## config.mk

```make
export PLATFORM = sky130hd
export DESIGN_NAME = ascii_number_literal_parser
export DESIGN_NICKNAME = d
export VERILOG_FILES = /design/src/rtl/anlp_pkg.sv /design/src/rtl/anlp_cfg.sv /design/src/rtl/anlp_step.sv /design/src/rtl/ascii_number_literal_parser.sv
export SDC_FILE = /design/constraint.sdc
export NUM_CORES = 1
export LEC_CHECK = 0
export BUFFER_PORTS_ARGS = -buffer_cell sky130_fd_sc_hd__clkbuf_2
export CORE_ASPECT_RATIO = 1.4
export CORE_MARGIN = 2
export CORE_UTILIZATION = 40
export DETAILED_ROUTE_END_ITERATION = 10
export MAX_ROUTING_LAYER = met4
export PLACE_DENSITY = 0.63
export SETUP_SLACK_MARGIN = 0.02
export SYNTH_ARGS = -nofsm -noshare
export SYNTH_HDL_FRONTEND = slang
export SYNTH_SLANG_ARGS = --single-unit
```

## constraint.sdc

```tcl
create_clock -name aclk -period 14.3 [get_ports aclk]
set_input_delay 3.575 -clock aclk [delete_from_list [all_inputs] [get_ports aclk]]
set_output_delay 3.575 -clock aclk [all_outputs]
set_load 0.03 [all_outputs]
```

## src/rtl/anlp_pkg.sv

```systemverilog
// ----------------------------------------------------------------------------
// anlp_pkg
// Shared types and constants of the ASCII number literal parser.
// ----------------------------------------------------------------------------
package anlp_pkg;

    localparam int VAL_W  = 63;
    localparam int ADDR_W = 3;
    localparam int DATA_W = 32;

    localparam logic [VAL_W-1:0] VAL_MAX   = {VAL_W{1'b1}};
    localparam logic [VAL_W-1:0] DEC_LIMIT = VAL_MAX / 10;

    // parse phase codes
    localparam logic [2:0] PH_START  = 3'd0;
    localparam logic [2:0] PH_ZERO   = 3'd1;
    localparam logic [2:0] PH_DEC    = 3'd2;
    localparam logic [2:0] PH_HEXPFX = 3'd3;
    localparam logic [2:0] PH_HEX    = 3'd4;
    localparam logic [2:0] PH_ERR    = 3'd5;

    // register index
    localparam logic REG_HEX_PREFIX_ENABLE = 1'b0;

    localparam logic [7:0] CH_0  = 8'h30;
    localparam logic [7:0] CH_9  = 8'h39;
    localparam logic [7:0] CH_LA = 8'h61;
    localparam logic [7:0] CH_LF = 8'h66;
    localparam logic [7:0] CH_UA = 8'h41;
    localparam logic [7:0] CH_UF = 8'h46;
    localparam logic [7:0] CH_LX = 8'h78;
    localparam logic [7:0] CH_UX = 8'h58;

    typedef struct packed {
        logic [7:0] char_code;
        logic       last_char;
        logic       end_only;
    } in_t;

    typedef struct packed {
        logic [VAL_W-1:0] value;
        logic             ok;
    } out_t;

endpackage

```

## src/rtl/anlp_cfg.sv

```systemverilog
// ----------------------------------------------------------------------------
// anlp_cfg
// APB register bank holding the hex prefix enable bit.
// ----------------------------------------------------------------------------
module anlp_cfg
    import anlp_pkg::*;
(
    input  logic              aclk,
    input  logic              aresetn,
    input  logic              psel,
    input  logic              penable,
    input  logic              pwrite,
    input  logic [ADDR_W-1:0] paddr,
    input  logic [DATA_W-1:0] pwdata,
    output logic [DATA_W-1:0] prdata,
    output logic              pready,
    output logic              hex_en
);

    logic hex_en_reg;
    logic hex_en_next;
    logic hit;

    assign pready = 1'b1;
    assign hit    = (paddr[ADDR_W-1:2] == REG_HEX_PREFIX_ENABLE);

    always_comb begin
        hex_en_next = hex_en_reg;
        if (psel && penable && pwrite && hit) begin
            hex_en_next = pwdata[0];
        end
    end

    always_ff @(posedge aclk) begin
        if (!aresetn) begin
            hex_en_reg <= 1'b1;
        end else begin
            hex_en_reg <= hex_en_next;
        end
    end

    assign prdata = hit ? {{(DATA_W-1){1'b0}}, hex_en_reg} : '0;
    assign hex_en = hex_en_reg;

endmodule

```

## src/rtl/anlp_step.sv

```systemverilog
// ----------------------------------------------------------------------------
// anlp_step
// Next phase and accumulator for one character, plus the result it implies.
// ----------------------------------------------------------------------------
module anlp_step
    import anlp_pkg::*;
(
    input  logic [2:0]       phase,
    input  logic [VAL_W-1:0] acc,
    input  in_t              item,
    input  logic             hex_en,
    output logic [2:0]       phase_next,
    output logic [VAL_W-1:0] acc_next,
    output out_t             result
);

    logic [7:0]       c;
    logic             is_dec;
    logic             is_x;
    logic             is_hex;
    logic [3:0]       hval;
    logic [3:0]       dval;
    logic [VAL_W:0]   dec_sum;
    logic             dec_ovf;
    logic             hex_ovf;
    logic [2:0]       ph;
    logic [VAL_W-1:0] ac;

    assign c      = item.char_code;
    assign is_dec = (c >= CH_0) && (c <= CH_9);
    assign is_x   = (c == CH_LX) || (c == CH_UX);
    assign dval   = 4'(c - CH_0);

    always_comb begin
        is_hex = 1'b1;
        hval   = dval;
        if (is_dec) begin
            hval = dval;
        end else if ((c >= CH_LA) && (c <= CH_LF)) begin
            hval = 4'(c - CH_LA + 8'd10);
        end else if ((c >= CH_UA) && (c <= CH_UF)) begin
            hval = 4'(c - CH_UA + 8'd10);
        end else begin
            is_hex = 1'b0;
        end
    end

    // acc * 10 + d; the product fits once acc is at most DEC_LIMIT
    assign dec_sum = ({1'b0, acc} << 3) + ({1'b0, acc} << 1) + (VAL_W+1)'(dval);
    assign dec_ovf = (acc > DEC_LIMIT) || dec_sum[VAL_W];
    assign hex_ovf = (acc[VAL_W-1 -: 4] != 4'd0);

    always_comb begin
        ph = phase;
        ac = acc;
        if (!item.end_only) begin
            unique case (phase)
                PH_START: begin
                    if (is_dec) begin
                        ac = VAL_W'(dval);
                        ph = (dval == 4'd0) ? PH_ZERO : PH_DEC;
                    end else begin
                        ph = PH_ERR;
                    end
                end
                PH_ZERO, PH_DEC: begin
                    if ((phase == PH_ZERO) && hex_en && is_x) begin
                        ac = '0;
                        ph = PH_HEXPFX;
                    end else if (is_dec && !dec_ovf) begin
                        ac = dec_sum[VAL_W-1:0];
                        ph = PH_DEC;
                    end else begin
                        ph = PH_ERR;
                    end
                end
                PH_HEXPFX, PH_HEX: begin
                    if (is_hex && !hex_ovf) begin
                        ac = {acc[VAL_W-5:0], hval};
                        ph = PH_HEX;
                    end else begin
                        ph = PH_ERR;
                    end
                end
                default: begin
                    ph = PH_ERR;
                end
            endcase
        end
    end

    assign phase_next   = ph;
    assign acc_next     = ac;
    assign result.ok    = (ph == PH_ZERO) || (ph == PH_DEC) || (ph == PH_HEX);
    assign result.value = result.ok ? ac : '0;

endmodule

```

## src/rtl/ascii_number_literal_parser.sv

```systemverilog
// ----------------------------------------------------------------------------
// ascii_number_literal_parser
// Streams characters of a number literal in, one result per literal out.
// ----------------------------------------------------------------------------
// Usage:
//   Send one character per s_ transaction; set last_char on the final one,
//   or send end_only with last_char to close a literal (an empty one too).
//   Each literal ending yields one m_ transaction with value and ok;
//   items without last_char yield nothing.
//   Decimal is the default; with hex_prefix_enable set (APB address 0,
//   bit 0) a leading 0x or 0X selects hexadecimal. Values above 2^63-1 fail.
// Timing:
//   One character per cycle sustained while m_ is not stalled. A taken
//   transaction sits in the input register, is parsed there, and its result
//   goes via the result register to m_. The phase and accumulator update is
//   combinational: multiply-by-ten add and compare, or hex four-bit shift.
// Reset and stall:
//   Reset clears phase, accumulator and valid flags, sets hex_prefix_enable.
//   While m_valid is high and m_ready is low the result register holds, the
//   parse stage stops, and s_ready drops once the input register is full.
// ----------------------------------------------------------------------------
module ascii_number_literal_parser
    import anlp_pkg::*;
(
    input  logic              aclk,
    input  logic              aresetn,
    // character stream
    input  logic              s_valid,
    output logic              s_ready,
    input  in_t               s_data,
    // results
    output logic              m_valid,
    input  logic              m_ready,
    output out_t              m_data,
    // configuration
    input  logic              psel,
    input  logic              penable,
    input  logic              pwrite,
    input  logic [ADDR_W-1:0] paddr,
    input  logic [DATA_W-1:0] pwdata,
    output logic [DATA_W-1:0] prdata,
    output logic              pready
);

    logic             hex_en;
    logic             in_valid_reg;
    in_t              in_data_reg;
    logic [2:0]       phase_reg;
    logic [VAL_W-1:0] acc_reg;
    logic             out_valid_reg;
    out_t             out_data_reg;

    logic [2:0]       phase_next;
    logic [VAL_W-1:0] acc_next;
    out_t             result;
    logic             advance;
    logic             process;

    anlp_cfg u_cfg (
        .aclk    (aclk),
        .aresetn (aresetn),
        .psel    (psel),
        .penable (penable),
        .pwrite  (pwrite),
        .paddr   (paddr),
        .pwdata  (pwdata),
        .prdata  (prdata),
        .pready  (pready),
        .hex_en  (hex_en)
    );

    anlp_step u_step (
        .phase      (phase_reg),
        .acc        (acc_reg),
        .item       (in_data_reg),
        .hex_en     (hex_en),
        .phase_next (phase_next),
        .acc_next   (acc_next),
        .result     (result)
    );

    assign advance = !out_valid_reg || m_ready;
    assign process = in_valid_reg && advance;
    assign s_ready = !in_valid_reg || advance;

    always_ff @(posedge aclk) begin
        if (!aresetn) begin
            in_valid_reg  <= 1'b0;
            out_valid_reg <= 1'b0;
            phase_reg     <= PH_START;
            acc_reg       <= '0;
        end else begin
            if (s_ready) begin
                in_valid_reg <= s_valid;
            end
            if (advance) begin
                out_valid_reg <= process && in_data_reg.last_char;
            end
            if (process) begin
                // drop back to start once a literal is closed
                if (in_data_reg.last_char) begin
                    phase_reg <= PH_START;
                    acc_reg   <= '0;
                end else begin
                    phase_reg <= phase_next;
                    acc_reg   <= acc_next;
                end
            end
        end
    end

    always_ff @(posedge aclk) begin
        if (s_ready && s_valid) begin
            in_data_reg <= s_data;
        end
        if (process && in_data_reg.last_char) begin
            out_data_reg <= result;
        end
    end

    assign m_valid = out_valid_reg;
    assign m_data  = out_data_reg;

endmodule
```

==> results of run 1 <==
-- power by group through the flow --
stage / clock (uW) / combinational, uW / sequential (uW)
2_1_floorplan: 0 / 57.4 / 455
3_3_place_gp: 0 / 84.5 / 449
3_5_place_dp: 0 / 84.6 / 449
4_1_cts: 459 / 84.8 / 440
5_1_grt: 472 / 90.3 / 440
6_report: 455 / 85.9 / 440
-- kinds of logic (layout without fill, tap and decap cells) --
logic type,Yosys count,count (layout),synth area share [%]
AO/OA/AOI/OAI,489,489,27.2
AND/OR/NAND/NOR,401,401,16.3
flip-flops,143,143,30.4
buffers and inverters,130,164,5.34
adder cells (fa/ha/maj),128,128,13.6
XOR/XNOR,61,61,4.51
multiplexers,30,30,2.53
other,2,32,0.0633
-- layout by cell type (no fill, tap or decap), types with 7 or more instances in the layout --
master and instances:
inv_1 29, mux2i_1 30, a22oi_1 18, a21oi_1 131
nand2b_1 13, o22ai_1 28, xor2_1 24, nand2_1 153
nor4_1 7, o21ai_0 90, dfxtp_1 69, a211oi_1 7
nor3_1 14, conb_1 32, nand4_1 25, o211ai_1 11
o21a_1 14, and2_1 34, a222oi_1 9, nor2_1 83
buf_4 17, a21o_1 40, clkbuf_2 85, and3_1 9
xnor2_1 37, a22o_1 50, a31oi_1 9, o21bai_1 20
nand3_1 13, ha_1 126, o31ai_1 9, a2bb2oi_1 7
nor2b_1 15, clkbuf_16 17, edfxtp_1 74
-- stage by stage --
stage                     cells  cell area (um^2)  hold slack, ns
after CTS                  1828             13100           0.513
final                      1828             13100           0.512
after global placement     1796             12500           0.506
after global routing       1828             13100           0.533
after detailed placement   1796             12500           0.497
after floorplan            1414             12000           0.459
-- path summary, 6_finish.rpt --
path	startpoint	endpoint	slack [ns]
hold reg to reg	u_cfg.hex_en$_SDFFE_PN1P_	u_cfg.hex_en$_SDFFE_PN1P_	0.51
hold / removal	u_cfg.hex_en$_SDFFE_PN1P_	u_cfg.hex_en$_SDFFE_PN1P_	0.51
setup / recovery	m_ready	s_ready	6.68
setup reg to reg	in_data_reg[5]$_DFFE_PP_	m_data[28]$_SDFFCE_PN0P_	8.30
-- worst reg2reg max path, delay by kind of cell (launching register included) --
family / cells / cell delay (ns)
compound gates: 6 / 1.25
flops: 1 / 0.60
fa+ha+maj: 2 / 0.89
simple gates: 6 / 2.27
buf+inv: 3 / 0.88
-- routing by layer --
metal | share of wire (%) | wire length [um] | GRT usage [%] | vias to the layer above
met4 | 8.4 | 3450 | 21.8 | 0
met1 | 36 | 15000 | 28.6 | 5308
met3 | 4.4 | 1830 | 3.12 | 156
li1 | - | - | - | 5242
met2 | 51 | 21000 | 46.9 | 448
met5 | 0 | 0 | - | -
-- cell type report --
class / count / area [um^2] / share of cell area, %
inverter: 30 / 113 / 0.859
clock inverter: 15 / 168 / 1.28
clock buffer: 17 / 425 / 3.25
multi-input combinational: 1141 / 7770 / 59.3
sequential: 143 / 3600 / 27.5
timing repair buffer: 102 / 553 / 4.22
tap: 380 / 475 / 3.63
==> reports/qor.csv, run 1 <==
stage;metric;value;unit
logic_synthesis;synth_top_area_share;18.7;%
power_and_ir_drop;swShare;30.1;%
layout;layout-drive-gt1-share;10.6;%
status;status;completed;
clocking;clk_latency;0.48;ns
logic_synthesis;synth-edff-count;74;
floorplan;rows;74;
power_and_ir_drop;combPwrFrac;8.8;%
logic_synthesis;yosys-top-cells-count;nand2_1 (153), a21oi_1 (132), ha_1 (126);
layout;areaGrowthSynthToFinish;10.6;%
worst_setup_path;worstPathMaxFanout;3;
clocking;ctsResizeCount;0;
power_and_ir_drop;p_switching;295;uW
global_route;track_usage;27.6;%
floorplan;die_w;150;um
placed_design;dp_hpwl;30.9;mm
clocking;clk_pin_slew;0.06;ns
power_and_ir_drop;pwr-share-seq;44.8;%
timing;fin_setup_tns;0;ns
layout;n_antenna_cell;0;
power_and_ir_drop;ir_worst_vdd;0.0603;mV
logic_synthesis;synth.area.top_cells;edfxtp_1 (19%), ha_1 (13%), dfxtp_1 (12%), a21oi_1 (5.6%), nand2_1 (4.8%);
timing;tightest_slew;1.11;ns
power_and_ir_drop;clockPowerShare;46.4;%
timing;skew;0.0230;ns
logic_synthesis;syn_area_per_cell;8.57;um^2
timing;hold_viol;0;
routing;drc;0;
global_route;grt_pass1_vias;11162;
routing;drtIter0Drc;973;
clocking;clock-sinks;143;
timing;slew_headroom;26.2;%
worst_setup_path;critical_path.max_stage_delay;0.20;ns
placed_design;gp_congestion;1.00;
power_and_ir_drop;total_power;981;uW
floorplan;die-area;31100;um^2
logic_synthesis;syn_inst;1384;
clocking;cts_max_level;4;
timing;max_freq;131;MHz
timing;layout_setup_ws;6.68;ns
worst_setup_path;r2r_cells;17;
clocking;post-cts-setup-buffer-count;0;
clocking;clock-root-buffer;clkbuf_16;
logic_synthesis;synth_seq_cells;143;
layout;final_nets;1615;
timing;finalCriticalPeriod;7.62;ns
timing;finalSetupViolations;0;
placed_design;portBuffers;85;
worst_setup_path;path_cells;clkbuf_2 -> nand3b_1 -> clkbuf_2;
global_route;antenna_found_initial;0;
placed_design;detailedPlace.worstSlack;6.68;ns
worst_setup_path;crit_slowest_cell;clkbuf_2;
routing;vias;11154;
worst_setup_path;path_delay_family;buffers and inverters;
worst_setup_path;cp.required;10.72;ns
clocking;numCtsBuffers;17;
floorplan;core;29200;um^2
logic_synthesis;ys_types;71;
layout;fillerInstances;2970;
global_route;grt_max_degree;62;
logic_synthesis;postSynth.asyncResetShare;0;%
worst_setup_path;path_common_cell;clkbuf_2;
power_and_ir_drop;p_int;686;uW
layout;final_util;44.9;%
timing;fin_crit_sh;53.3;%
routing;dr.pass1.iters;9;
routing;ant_nets;0;
hold_path;hold-path-cell-count;2;
floorplan;io_pins;151;
floorplan;die_h;208;um
clocking;cts_buffer_depth;2;
global_route;overflow;0;
worst_setup_path;crit_arrival;4.05;ns
routing;drt-wirelength-per-cell;22.6;um
logic_synthesis;synth_most_common_cell;nand2_1;
routing;vias_per_cell;6.10;
power_and_ir_drop;leakagePower;0.00571;uW
floorplan;initial_core_util;40.6;%
logic_synthesis;yosys_most_used_dff;edfxtp_1;
run;drv_cap;0;
worst_setup_path;worst-path-stages;3;
logic_synthesis;yosys_warnings;0;
worst_setup_path;crit_path_start_kind;input pin;
layout;largest_reg_flops;64;
power_and_ir_drop;cellPowerDensity;74.8;nW/um^2
worst_setup_path;crit_buf_inv;2;
timing;rsz0062_at_grt;false;
clocking;cts_tree;yes;
routing;wirelength;41.3;mm
worst_setup_path;criticalPathCategory;input pin to output port;
logic_synthesis;yosys.area.top_type;edfxtp_1;
worst_setup_path;endpoint_kind;output port;
timing;drv_slew;0;
logic_synthesis;synth_area;11900;um^2
clocking;hold_buffers;0;
global_route;grt_pass1_wl;63.6;mm
hold_path;min_path_type;flop to flop;
logic_synthesis;seq_area_frac_synth;30.4;%
No activity file was read; power rests on OpenSTA's default activity.
==> run 2: changes to the inputs <==
==> constraint.sdc (replaced) <==
create_clock -name aclk -period 7.2 [get_ports aclk]
set_input_delay 1.8 -clock aclk [delete_from_list [all_inputs] [get_ports aclk]]
set_output_delay 1.8 -clock aclk [all_outputs]
set_load 0.03 [all_outputs]
==> run 2 against run 1 <==
Effect of this change: combinational power increased by 98%; register-to-register slack got worse by 6.8 ns; first-iteration DRC count increased by 3.2%; sequential power increased by 99%; total power increased by 94%; die area unchanged; setup slack got worse by 5.2 ns; sequential share of layout area about the same; design area decreased by 0.14%; final cell count increased by 0.11%; largest power group is now registers; highest routed layer unchanged.
==> reports/qor.csv, run 2 (same netlist as run 1, synthesis figures left out) <==
stage;metric;value;unit;change
layout;instances_no_fill;1830;;+0.11%
worst_setup_path;crit_path_end;m_data[3]$_SDFFCE_PN0P_;;
worst_setup_path;endpoint_kind;flop;;
clocking;clk_latency;0.46;ns;-0.02 ns
run;drv_cap;0;;unchanged
timing;finalCriticalPeriod;5.74;ns;
worst_setup_path;crit_buf_inv;2;;unchanged
worst_setup_path;path_common_cell;buf_4;;
placed_design;gp_congestion;0.986;;-1.7%
routing;vias_per_cell;6.13;;+0.54%
worst_setup_path;worstPathMaxFanout;31;;+28
worst_setup_path;path_delay_family;compound AO/OA/AOI/OAI gates;;
routing;drc;0;;unchanged
timing;hold_viol;0;;unchanged
layout;fillerInstances;2920;;-1.7%
clocking;cts_max_level;4;;unchanged
routing;drt-wirelength-per-cell;22.2;um;-1.5%
worst_setup_path;critical_path.max_stage_delay;0.60;ns;+0.40 ns
layout;multi_input_area;7780;um^2;about the same
timing;layout_setup_ws;1.46;ns;-5.22 ns
global_route;grt_max_degree;62;;unchanged
worst_setup_path;startpoint;in_data_reg[5]$_DFFE_PP_;;
timing;fin_setup_tns;0;ns;unchanged
layout;largest_reg_flops;64;;unchanged
placed_design;portBuffers;85;;unchanged
layout;final_common_cell;nand2_1;;
timing;drv_slew;0;;unchanged
power_and_ir_drop;ir_worst_vdd;0.133;mV;+120%
power_and_ir_drop;leakagePower;0.00571;uW;-0.12%
global_route;track_usage;27.1;%;-0.50 points
layout;final_cell_mix;nand2_1 (153), a21oi_1 (131), ha_1 (126);;
routing;drtIter0Drc;1004;;+3.2%
floorplan;io_pins;151;;unchanged
power_and_ir_drop;cellPowerDensity;145;nW/um^2;+94%
global_route;antenna_found_initial;0;;unchanged
worst_setup_path;worst-path-stages;16;;+13
floorplan;die_w;150;um;unchanged
global_route;grt_pass1_wl;62.7;mm;-1.4%
global_route;grt_pass1_vias;11091;;-0.64%
timing;finalSetupViolations;0;;unchanged
worst_setup_path;r2r_slack;1.46;ns;-6.84 ns
placed_design;place_inst;1798;;+0.11%
clocking;hold_buffers;0;;unchanged
clocking;cts_buffer_depth;2;;unchanged
timing;rsz0062_at_grt;false;;
hold_path;min_path_type;flop to flop;;
routing;wirelength;40.7;mm;-1.4%
worst_setup_path;crit_slowest_cell;edfxtp_1;;
layout;layout-drive-gt1-share;10.6;%;+0.054 points
clocking;post-cts-setup-buffer-count;0;;unchanged
timing;max_freq;174;MHz;
routing;dr.pass1.iters;6;;-3
clocking;numCtsBuffers;17;;unchanged
worst_setup_path;crit_arrival;5.93;ns;+1.88 ns
timing;tightest_slew;1.06;ns;-0.0441 ns
floorplan;rows;74;;unchanged
worst_setup_path;r2r_cells;16;;-1
floorplan;initial_core_util;40.6;%;unchanged
routing;vias;11227;;+0.65%
clocking;cts_tree;yes;;
timing;slew_headroom;27.3;%;+1.1 points
status;status;completed;;
worst_setup_path;path_cells;fa_1 -> ha_1 -> a21oi_1 -> nand4b_1 -> a211oi_1 -> nor4b_1 -> o21ai_0 -> buf_4 -> and4_1 -> nor4b_4 -> o31ai_1 -> a2111oi_4 -> o21a_1 -> o21a_2 -> buf_4 -> nor2_1;;
layout;final_nets;1617;;+0.12%
global_route;overflow;0;;unchanged
timing;skew;0.0158;ns;-0.00716 ns
placed_design;dp_hpwl;30.2;mm;-2.1%
layout;seqCellArea;3600;um^2;unchanged
worst_setup_path;crit_path_start_kind;flop;;
floorplan;die-area;31100;um^2;unchanged
clocking;ctsResizeCount;0;;unchanged
worst_setup_path;criticalPathCategory;flop to flop;;
timing;fin_crit_sh;79.7;%;
clocking;clock-root-buffer;clkbuf_16;;
worst_setup_path;timing.rr.start;in_data_reg[5]$_DFFE_PP_;;
floorplan;die_h;208;um;unchanged
layout;n_antenna_cell;0;;unchanged
placed_design;detailedPlace.worstSlack;1.55;ns;-5.12 ns
routing;ant_nets;0;;unchanged
worst_setup_path;reg2reg_to;m_data[3]$_SDFFCE_PN0P_;;
layout;areaGrowthSynthToFinish;10.4;%;
worst_setup_path;cp.required;7.39;ns;-3.33 ns
floorplan;core;29200;um^2;unchanged
clocking;clk_pin_slew;0.06;ns;about the same
clocking;clock-sinks;143;;unchanged
run 2: cell types whose count changed in the layout (fill, tap and decap cells not counted), sizes merged:
cell	previous run	this run
buf	17	19
clkinv	6	5
clkbuf	102	103
run 2: how the worst min path moves through the flow:
stage / from / end / slack [ns] / cells past startpoint
6_report: u_cfg.hex_en$_SDFFE_PN1P_ / u_cfg.hex_en$_SDFFE_PN1P_ / 0.53 / 2
5_1_grt: u_cfg.hex_en$_SDFFE_PN1P_ / u_cfg.hex_en$_SDFFE_PN1P_ / 0.54 / 2
4_1_cts: u_cfg.hex_en$_SDFFE_PN1P_ / u_cfg.hex_en$_SDFFE_PN1P_ / 0.53 / 2
3_5_place_dp: u_cfg.hex_en$_SDFFE_PN1P_ / u_cfg.hex_en$_SDFFE_PN1P_ / 0.51 / 2
3_3_place_gp: acc_reg[61]$_SDFFE_PN0P_ / acc_reg[61]$_SDFFE_PN0P_ / 0.50 / 2
2_1_floorplan: u_cfg.hex_en$_SDFFE_PN1P_ / u_cfg.hex_en$_SDFFE_PN1P_ / 0.46 / 2
run 2: metal layers:
metal  up-vias  track usage, %  routed length (um)
met5         -               -                   0
met3       157            3.23                2110
met1      5372            28.3               14700
met2       453            46.4               20600
met4         0            20.1                3300
li1       5245               -                   -
run 2: tightest hold or removal path, stage by stage (launching register included):
cell,delay (ns)
dfxtp_1,0.36
mux2i_1,0.09
nand2_1,0.06
run 2: per-stage QoR:
| stage | hold slack [ns] | utilization [%] | total power [uW] | instance area (um^2) |
|---|---|---|---|---|
| after CTS | 0.532 | 44.9 | 1910 | 13100 |
| after floorplan | 0.459 | - | 1020 | 12000 |
| final | 0.526 | 44.9 | 1900 | 13100 |
| after global routing | 0.540 | 44.9 | 1950 | 13100 |
| after global placement | 0.501 | 43.0 | 1060 | 12500 |
| after detailed placement | 0.515 | 43.0 | 1060 | 12500 |
run 2: final cells by class:
cell class,count,share of cell area [%]
Clock buffer,18,3.28
Clock inverter,14,0.937
Inverter,30,0.860
Multi-Input combinational cell,1141,59.4
Sequential cell,143,27.5
Tap cell,380,3.63
Timing Repair Buffer,104,4.34
run 2: power breakdown:
group          leakage [uW]  total [uW]  switching [uW]  internal, uW
clock network      0.000270         855             403           452
registers           0.00129         875            9.91           865
logic               0.00415         170             137          33.0
==> run 3: changes to the inputs <==
--- a/config.mk
+++ b/config.mk
@@ -11,7 +11,7 @@
 export CORE_UTILIZATION = 40
 export DETAILED_ROUTE_END_ITERATION = 10
 export MAX_ROUTING_LAYER = met4
-export PLACE_DENSITY = 0.63
+export PLACE_DENSITY = 0.65
 export SETUP_SLACK_MARGIN = 0.02
 export SYNTH_ARGS = -nofsm -noshare
 export SYNTH_HDL_FRONTEND = slang
==> constraint.sdc (replaced) <==
create_clock -name aclk -period 4.9 [get_ports aclk]
set_input_delay 1.225 -clock aclk [delete_from_list [all_inputs] [get_ports aclk]]
set_output_delay 1.225 -clock aclk [all_outputs]
set_load 0.03 [all_outputs]
==> run 3 against run 2 <==
Effect of this change: critical path depth up 1; highest routed layer unchanged; hold slack improved by 0.017 ns; fmax is 20% higher; sequential share of layout area down 1.9 points; first-iteration DRC count up 6.8%; via count rose by 3.2%; combinational power up 66%; largest cell class unchanged.
==> reports/qor.csv, run 3 (same netlist as run 1, synthesis figures left out) <==
stage;metric;value;unit;change
worst_setup_path;crit_arrival;5.00;ns;-0.93 ns
worst_setup_path;r2r_slack;0.12;ns;-1.34 ns
routing;drtIter0Drc;1072;;+6.8%
clocking;clk_pin_slew;0.07;ns;about the same
global_route;grt_pass1_vias;11317;;+2.0%
worst_setup_path;path_cells;fa_1 -> buf_4 -> inv_1 -> fa_2 -> nor2b_4 -> o31ai_2 -> a211o_1 -> o211ai_1 -> nand4_1 -> a2111oi_4 -> buf_4 -> o21a_4 -> a221o_1 -> xor2_1 -> a222oi_1 -> o21bai_2 -> nor2_1;;
global_route;grt.busiest_layer;met2;;
floorplan;die_w;150;um;unchanged
routing;vias;11581;;+3.2%
placed_design;dp_hpwl;33.3;mm;+10%
global_route;met2_usage;47.6;%;+1.2 points
clocking;clock-root-buffer;clkbuf_16;;
worst_setup_path;critical_path.max_stage_delay;0.63;ns;+0.03 ns
floorplan;io_pins;151;;unchanged
clocking;cts_buffer_depth;2;;unchanged
power_and_ir_drop;ir_worst_vdd;0.175;mV;+32%
placed_design;detailedPlace.worstSlack;-0.148;ns;-1.70 ns
layout;final_common_cell;nand2_1;;
worst_setup_path;path_common_cell;buf_4;;
clocking;cts_max_level;4;;unchanged
global_route;antenna_found_initial;0;;unchanged
worst_setup_path;crit_path_start_kind;flop;;
floorplan;core;29200;um^2;unchanged
global_route;overflow;0;;unchanged
placed_design;portBuffers;85;;unchanged
routing;ant_nets;0;;unchanged
timing;max_freq;209;MHz;+20%
global_route;grt_use_met1;29.6;%;+1.3 points
floorplan;rows;74;;unchanged
hold_path;min_path_type;flop to flop;;
worst_setup_path;criticalPathCategory;flop to flop;;
timing;hold_viol;0;;unchanged
clocking;numCtsBuffers;17;;unchanged
global_route;grt_max_degree;46;;-26%
status;status;completed;;
layout;final_nets;1715;;+6.1%
placed_design;gp_congestion;1.00;;+1.4%
layout;layout-drive-gt1-share;17.1;%;+6.4 points
timing;drv_slew;0;;unchanged
routing;wirelength;42.7;mm;+5.0%
clocking;cts_tree;yes;;
worst_setup_path;endpoint_kind;flop;;
layout;largest_reg_flops;64;;unchanged
global_route;track_usage;28.4;%;+1.3 points
clocking;clock-sinks;143;;unchanged
global_route;met3_usage;4.26;%;+1.0 points
timing;skew;0.0155;ns;-0.000329 ns
worst_setup_path;worstPathMaxFanout;3;;-90%
layout;areaGrowthSynthToFinish;18.7;%;
floorplan;die-area;31100;um^2;unchanged
worst_setup_path;cp.required;5.12;ns;-2.27 ns
run;drv_cap;0;;unchanged
worst_setup_path;path_delay_family;compound AO/OA/AOI/OAI gates;;
layout;final_cell_mix;nand2_1 (153), a21oi_1 (130), ha_1 (126);;
floorplan;initial_core_util;40.6;%;unchanged
placed_design;place_inst;1891;;+5.2%
worst_setup_path;crit_slowest_cell;fa_1;;
routing;dr.pass1.iters;6;;unchanged
floorplan;die_h;208;um;unchanged
power_and_ir_drop;cellPowerDensity;207;nW/um^2;+42%
clocking;clk_latency;0.47;ns;about the same
global_route;grt_pass1_wl;64.9;mm;+3.6%
layout;fillerInstances;2848;;-2.5%
timing;fin_setup_tns;0;ns;unchanged
routing;vias_per_cell;6.01;;-2.1%
timing;holdWs;0.543;ns;+0.0171 ns
timing;tightest_slew;0.882;ns;-0.180 ns
layout;instances_no_fill;1928;;+5.4%
worst_setup_path;crit_buf_inv;3;;+1
timing;layout_setup_ws;0.123;ns;-1.34 ns
routing;drt-wirelength-per-cell;22.2;um;-0.38%
routing;drc;0;;unchanged
timing;slew_headroom;41.2;%;+14 points
layout;n_antenna_cell;0;;unchanged
timing;finalSetupViolations;0;;unchanged
timing;fin_crit_sh;97.5;%;+18 points
power_and_ir_drop;leakagePower;0.00629;uW;+10%
timing;finalCriticalPeriod;4.78;ns;-0.963 ns
-- run 3: cell count changes in the layout (fill, tap and decap cells not counted), sizes merged --
cell / previous run / this run
buf: 19 / 117
clkinvlp: 1 / 0
clkbuf: 103 / 102
inv: 38 / 37
clkinv: 5 / 8
-- run 3: final timing paths --
kind	start	endpoint	depth (start not counted)
min	u_cfg.hex_en$_SDFFE_PN1P_	u_cfg.hex_en$_SDFFE_PN1P_	2
min reg2reg	u_cfg.hex_en$_SDFFE_PN1P_	u_cfg.hex_en$_SDFFE_PN1P_	2
max reg2reg	in_data_reg[5]$_DFFE_PP_	m_data[59]$_SDFFCE_PN0P_	17
max	in_data_reg[5]$_DFFE_PP_	m_data[59]$_SDFFCE_PN0P_	17
-- run 3: layout make-up --
class / instances / area, um^2 / area share [%]
clock inverter: 15 / 186 / 1.33
sequential: 143 / 3600 / 25.6
multi-input combinational: 1141 / 7860 / 55.9
clock buffer: 17 / 425 / 3.02
tap: 380 / 475 / 3.38
timing repair buffer: 202 / 1400 / 9.98
inverter: 30 / 113 / 0.800
-- run 3: power by group --
part | total [uW] | switching (uW) | internal, uW
Clock | 1340 | 650 | 690
Combinational | 282 | 204 | 78.2
Sequential | 1290 | 16.7 | 1270
-- run 3: per-stage QoR --
step	total power (uW)	util, %	area, um^2
after CTS	2920	47.9	14000
final	2910	48.2	14100
after detailed placement	1590	45.7	13300
after global routing	2990	48.2	14100
after global placement	1590	45.7	13300
after floorplan	1500	-	12000
-- run 3: worst register-to-register path, delay by kind of cell, from the launching register on --
| kind | cells | cell delay [ns] |
|---|---|---|
| xor+xnor | 1 | 0.11 |
| fa+ha+maj | 2 | 1.01 |
| compound gates | 8 | 2.04 |
| simple gates | 3 | 0.50 |
| buf+inv | 3 | 0.33 |
| flops | 1 | 0.55 |
-- run 3: layer usage --
layer | part of all wire (%) | routed length [um]
met4 | 8.8 | 3740
met3 | 5.7 | 2440
met2 | 50 | 21400
met1 | 35 | 15100
met5 | 0 | 0
-- run 3: timing repair --
action / in CTS / in global routing
buffers inserted: 2 / 3
hold buffers: 0 / 0
gates cloned: 0 / 0
pin swaps: 4 / 10
endpoints found under the setup margin: 65 / 66
resized for setup: 5 / 14
